--- src/f84tp_pkg.sv ---
// Shared types, constants and saturating helpers for the F84 transition block.
// No dependencies; imported by every module of the block.

package f84tp_pkg;

    // Number formats
    localparam int FRAC_BITS   = 24;
    localparam int VALUE_WIDTH = 32;
    localparam int FREQ_W      = 25;
    localparam int WORD_W      = 32;
    localparam int EXP_SHIFT   = 62 - FRAC_BITS;
    localparam int SER_TERMS   = 21;
    localparam int NUM_POW     = 6;

    localparam logic [63:0] QF_ONE  = 64'd1 << FRAC_BITS;
    localparam logic [63:0] Q62_ONE = 64'd1 << 62;

    localparam logic signed [63:0] S64_MAX = {1'b0, {63{1'b1}}};
    localparam logic signed [63:0] S64_MIN = {1'b1, 63'd0};
    localparam logic signed [63:0] VAL_MAX = (64'sd1 <<< (VALUE_WIDTH - 1)) - 64'sd1;
    localparam logic signed [63:0] VAL_MIN = -VAL_MAX - 64'sd1;

    // Operation codes
    localparam logic [1:0] OP_PROB = 2'd0;
    localparam logic [1:0] OP_D1   = 2'd1;
    localparam logic [1:0] OP_D2   = 2'd2;

    // Register indexes
    localparam logic [2:0] CFG_FREQ_A = 3'd0;
    localparam logic [2:0] CFG_FREQ_C = 3'd1;
    localparam logic [2:0] CFG_FREQ_G = 3'd2;
    localparam logic [2:0] CFG_FREQ_T = 3'd3;
    localparam logic [2:0] CFG_KAPPA  = 3'd4;
    localparam logic [2:0] CFG_RATE   = 3'd5;
    localparam logic [2:0] CFG_PUR    = 3'd6;
    localparam logic [2:0] CFG_PYR    = 3'd7;

    typedef struct packed {
        logic [1:0]        op;
        logic              null_op;
        logic              whole;
        logic [1:0]        row_sel;
        logic [1:0]        col_sel;
        logic [WORD_W-1:0] distance;
    } t_item;

    typedef struct packed {
        logic [FREQ_W-1:0] freq_a;
        logic [FREQ_W-1:0] freq_c;
        logic [FREQ_W-1:0] freq_g;
        logic [FREQ_W-1:0] freq_t;
        logic [WORD_W-1:0] kappa;
        logic [WORD_W-1:0] rate;
        logic [FREQ_W-1:0] pur;
        logic [FREQ_W-1:0] pyr;
    } t_cfg;

    typedef struct packed {
        logic [1:0]             row;
        logic [1:0]             col;
        logic [VALUE_WIDTH-1:0] value;
        logic                   last;
    } t_result;

    typedef struct packed {
        logic               start;
        logic               s62;
        logic signed [63:0] a;
        logic signed [63:0] b;
    } t_mul_req;

    function automatic logic [63:0] f_mag(input logic signed [63:0] a);
        logic [63:0] m;
        m = a[63] ? 64'(-a) : 64'(a);
        return m;
    endfunction

    function automatic logic signed [63:0] f_sneg(input logic signed [63:0] a);
        logic signed [63:0] r;
        r = (a == S64_MIN) ? S64_MAX : -a;
        return r;
    endfunction

    function automatic logic signed [63:0] f_sadd(input logic signed [63:0] a,
                                                  input logic signed [63:0] b);
        logic signed [64:0] s;
        logic signed [63:0] r;
        s = 65'(a) + 65'(b);
        if (s[64] != s[63]) r = s[64] ? S64_MIN : S64_MAX;
        else                r = s[63:0];
        return r;
    endfunction

    function automatic logic [VALUE_WIDTH-1:0] f_clamp(input logic signed [63:0] v);
        logic signed [63:0] c;
        c = v;
        if (v > VAL_MAX) c = VAL_MAX;
        if (v < VAL_MIN) c = VAL_MIN;
        return c[VALUE_WIDTH-1:0];
    endfunction

endpackage

--- src/f84tp_front.sv ---
// Front end: two-entry request queue with op classification.
// Depends on f84tp_pkg.

module f84tp_front import f84tp_pkg::*; (
    input  logic              i_clk,
    input  logic              i_rst_n,
    input  logic              i_push,
    output logic              o_full,
    input  logic [1:0]        i_op,
    input  logic              i_whole_matrix,
    input  logic [1:0]        i_row_sel,
    input  logic [1:0]        i_col_sel,
    input  logic [WORD_W-1:0] i_distance,
    output t_item             o_item,
    output logic              o_valid,
    input  logic              i_take
);

    t_item      r_q [2];
    logic       r_wp, r_rp;
    logic [1:0] r_cnt;
    logic       wr, rd;
    t_item      in_item;

    // Classify: unknown op codes produce zero-valued entries
    always_comb begin
        in_item.op       = i_op;
        in_item.null_op  = (i_op != OP_PROB) && (i_op != OP_D1) && (i_op != OP_D2);
        in_item.whole    = i_whole_matrix;
        in_item.row_sel  = i_row_sel;
        in_item.col_sel  = i_col_sel;
        in_item.distance = i_distance;
    end

    assign o_full  = (r_cnt == 2'd2);
    assign o_valid = (r_cnt != 2'd0);
    assign o_item  = r_q[r_rp];
    assign wr      = i_push && !o_full;
    assign rd      = i_take && o_valid;

    // Queue storage
    always_ff @(posedge i_clk) begin
        if (wr) r_q[r_wp] <= in_item;
    end

    // Queue pointers
    always_ff @(posedge i_clk) begin
        if (!i_rst_n) begin
            r_wp  <= 1'b0;
            r_rp  <= 1'b0;
            r_cnt <= 2'd0;
        end else begin
            if (wr) r_wp <= !r_wp;
            if (rd) r_rp <= !r_rp;
            r_cnt <= r_cnt + 2'(wr) - 2'(rd);
        end
    end

endmodule

--- config.mk ---
export PLATFORM = sky130hd
export DESIGN_NAME = f84tp_front
export DESIGN_NICKNAME = d
export VERILOG_FILES = /design/src/f84tp_pkg.sv /design/src/f84tp_front.sv
export SDC_FILE = /design/constraint.sdc
export NUM_CORES = 1
export LEC_CHECK = 0
export BUFFER_PORTS_ARGS = -buffer_cell sky130_fd_sc_hd__buf_2
export CORE_ASPECT_RATIO = 1.25
export CORE_MARGIN = 3
export CORE_UTILIZATION = 40
export CTS_BUF_LIST = sky130_fd_sc_hd__clkbuf_8
export CTS_CLUSTER_DIAMETER = 200
export DETAILED_ROUTE_END_ITERATION = 10
export PLACE_DENSITY = 0.67
export SKIP_CTS_REPAIR_TIMING = 1
export SLEW_MARGIN = 20
export SYNTH_ARGS = -nofsm -noshare
export SYNTH_HDL_FRONTEND = slang
export SYNTH_SLANG_ARGS = --single-unit
--- constraint.sdc ---
create_clock -name i_clk -period 2.9 [get_ports i_clk]
set_clock_uncertainty 0.1 [all_clocks]
set_input_delay 0.145 -clock i_clk [delete_from_list [all_inputs] [get_ports i_clk]]
set_output_delay 0.145 -clock i_clk [all_outputs]
set_load 0.02 [all_outputs]
; After elaboration in Yosys (flattened, before gate mapping)
; Memory sizes are Yosys's and may differ from the RTL's. A register that Yosys moved wholly into a read port is not among the register bits.
; Index checks and enable logic that the tools add are counted.
[word_totals]
ff_bits = 4
mem_bits_rw = 80
input_bits = 43
out_inout_bits = 42
elab_cells = 22
mem_count = 1
[classes]
add_sub_neg = 2
eq_ne = 3
muxes = 4
reduce_logical = 9
[mem_list]
columns = memory, depth, word_bits, rd, rd_clocked_by_memory_dff, wr, line_no
row1 = r_q, 2, 40, 1, 1, 1, f84tp_front.sv:19  ; t_item r_q [2];
[op_table]
columns = cell, n
row1 = 1-bit logical AND, 4
row2 = 1-bit two-way mux, 4
row3 = 2-bit nonzero test, 2
row4 = 1-bit logical NOT, 3
row5 = 2-bit by 1-bit adder with 2-bit output, 1
row6 = "2-bit == test, second input constant", 1
row7 = "2-bit by 1-bit != test with 1-bit output, second input constant", 1
row8 = "2-bit != test, second input constant", 1
row9 = 2-bit by 1-bit subtractor with 2-bit output, 1

; Longest topological paths before layout
[depth]
ltp_word = 5
depth_mapped = 8
depth_no_buf = 8

; Worst setup path before layout
; Ideal clock, no wire load.
[synth_path]
path_type = register -> register
startpoint = register r_cnt[0]
endpoint = memory r_q[0][0] (netlist name), enable pin
setup_ns = 0.437
arrival_time_ns = 2.265
required_ns = 2.363
slack_ns = 0.098
stages_incl_launch_ff = 4
n_path_buf = 0
period_less_slack_ns = 2.802
path_cell_list = dfxtp_1 nand2b_1 nand2_1 nor2_1
[synth_between]
elab_chain_cells = 5
[synth_lines]
columns = item, line_no
row1 = start: declaration, f84tp_front.sv:21  ; logic [1:0] r_cnt;
row2 = start signal: assignment, f84tp_front.sv:55  ; r_cnt <= r_cnt + 2'(wr) - 2'(rd);
row3 = 2-bit == test, f84tp_front.sv:35  ; assign o_full = (r_cnt == 2'd2);
row4 = 1-bit logical NOT, f84tp_front.sv:38  ; assign wr = i_push && !o_full;
row5 = 1-bit logical AND, f84tp_front.sv:38
row6 = 1-bit two-way mux, f84tp_front.sv:43  ; if (wr) r_q[r_wp] <= in_item;
row7 = 1-bit two-way mux (implied by the code), f84tp_front.sv:43
row8 = end: declaration, f84tp_front.sv:19
; Every way passes these cells.

==> run_results.csv <==
group,metric,value,unit
yosys,syn_nets,196,
yosys,synth_adder_area_share,0.797,%
power,totalPowerFinal,3.38,mW
sta,min_period,2160,ps
sta,timing.final.ws_setup,743,ps
yosys,synthCells,151,
yosys,synthMuxAreaShare,14.7,%
cells_and_area,drive_gt1_share,50.3,%
clock_network,clk_path_buf_depth,2,
die,core_area,7490,um^2
cells_and_area,final_cell_mix,"buf_2, edfxtp_1, mux2_2, dlygate4sd3_1, clkbuf_8",
yosys,yosys.area_share.simple,1.91,%
yosys,synthTopCellsByArea,"edfxtp_1, mux2_2, dfxtp_1",
yosys,synthXorXnorAreaFrac,0.837,%
power,p_leak,1.64,nW
yosys,synth_area_leader_cell,"edfxtp_1",
worst_setup_path,end_kind,"output port",
power,p_per_area,790,nW/um^2
die,die-area,8950,um^2
detailed_routing,wl,5.44,mm
clock_network,h-tree-depth,3,
yosys,synth_cell_types,16,
global_routing,grt_use_met1,13.7,%
hold_path,hold_depth,3,
detailed_routing,viasPerCell,4.48,
global_routing,grt_pass1_vias,1616,
clock_network,cts-root-buf,"clkbuf_8",
cells_and_area,final_nets,330,
place,dpl_worst_slack,986,ps
detailed_routing,drt_first_iter_violations,61,
clock_network,cts_buffers,9,
place,gp_congestion,0.720,
yosys,synth_compound_area_share,0.239,%
sta,final-hold-violation-count,0,
global_routing,top_usage_layer,"met2",
global_routing,use_met3,4.02,%
detailed_routing,wl_per_cell,14.2,um
clock_network,cts_tree,"built",
sta,finalCritPeriodShare,74.4,%
die,die_y,105,um
detailed_routing,drc,0,
die,start_util,41.9,%
die,die_w,85.2,um
worst_setup_path,path_max_fanout,21,
detailed_routing,dr.pass1.iters,4,
yosys,synth_top_family_by_area,"multiplexers",
die,ios,85,
global_routing,grt.overflow.total,0,
yosys,post_synth.cell_area_avg,20.8,um^2
power,vdd_drop_max,0.566,mV
sta,slew_headroom,58.9,%
global_routing,gr-usage-all-layers,11.9,%
sta,slew_viol_final,0,
detailed_routing,antenna_left,0,
clock_network,clk_pin_slew,90,ps
yosys,synth_area,3140,um^2
worst_setup_path,reg2reg_depth,3,
place,dp_hpwl,3.43,mm
yosys,synth_warnings,0,
worst_setup_path,crit_path_start_kind,"flip-flop",
sta,worst_pin_slew,615,ps
clock_network,clkLatencyLatePin,340,ps
cells_and_area,final_cell_area,4270,um^2
cells_and_area,utilization,57.1,%
die,num_rows,35,
flow_run,drv_cap,0,
sta,rsz0062_at_grt,"no",
cells_and_area,final_common_cell,"buf_2",
clock_network,cts_sinks,85,
yosys,seq_area_frac_synth,79.7,%
yosys,synth_top_area_share,76.6,%
cells_and_area,area_growth,36.2,%
sta,fin_setup_tns,0,ps
sta,setup_viol,0,
global_routing,grtUsageMet2,19.7,%
global_routing,grt_pass1_wl,8.14,mm
outcome,status,"finished, final reports clean",
detailed_routing,vias,1711,
place,placed_area,3670,um^2
worst_setup_path,critPathKind,"reg2out",
yosys,ys_ff_latch,85,
cells_and_area,antenna_cells,0,
worst_setup_path,worstPathArrival,1910,ps
global_routing,antenna_found_initial,0,
sta,clock.fmax,464,MHz
cells_and_area,fillers,595,
hold_path,hold_class,"in2reg",
global_routing,grt_max_degree,24,
worst_setup_path,critPathRequiredTime,2650,ps
cells_and_area,multi_input_area,588,um^2
cells_and_area,seq_area,2500,um^2
place,port_buffers,84,
[report_power, final]
group / internal (mW) / switching, mW / total, mW
Clock: 0.401 / 0.408 / 0.809
Sequential: 1.54 / 0.0777 / 1.62
Combinational: 0.419 / 0.529 / 0.948
Total: 2.36 / 1.02 / 3.38
[layout make-up]
cell class	instances	area share (%)
tap	92	2.69
multi-input combinational	59	13.8
clock buffer	9	2.90
sequential	85	58.6
timing repair buffer	127	20.0
inverter	3	0.264
clock inverter	7	1.76
[synth_stat cells]
library cell and count:
and2_1 2, and3_1 1, buf_6 4, dfxtp_1 5, edfxtp_1 80, ha_1 2
inv_1 3, mux2_2 40, mux2i_1 1, nand2_1 2, nand2b_1 2, nor2_1 4
o21a_1 1, or2_2 1, xnor2_1 2, xor2_1 1
[layer usage]
metal	wire [um]	part of all wire, %
met4	101	1.9
met3	283	5.2
met1	2100	39
met5	0	0
met2	2950	54
[kinds of logic after synthesis]
logic type / count (synthesis)
multiplexers: 41
adder cells (fa/ha/maj): 2
buffers and inverters: 7
AO/OA/AOI/OAI: 1
flip-flops: 85
AND/OR/NAND/NOR: 12
XOR/XNOR: 3
[path summary, 6_finish.rpt]
kind / from / endpoint / slack (ps)
worst max-delay path: flip-flop / o_item[23] / 740
worst min-delay path: i_push / r_wp / 100
worst max register to register: r_cnt[0] / r_q[1][36] / 1020
worst min register to register: r_wp / r_wp / 420
[registers in the layout, summed over array words and instances (netlist names), named ones only]
signal  flops
r_cnt       2
r_wp        1
r_q        80
r_rp        1
[worst max-delay path: stages (launching register included)]
cell,delay (ps)
dfxtp_2,640
buf_4,380
mux2_2,380
buf_2,160
[metrics by stage]
step / hold slack (ps) / instances
after floorplan: 144 / 151
after global placement: 233 / 326
after detailed placement: 237 / 326
after CTS: -131 / 342
after global routing: 119 / 382
final: 97.3 / 382
No activity file was read; power rests on OpenSTA's default activity.
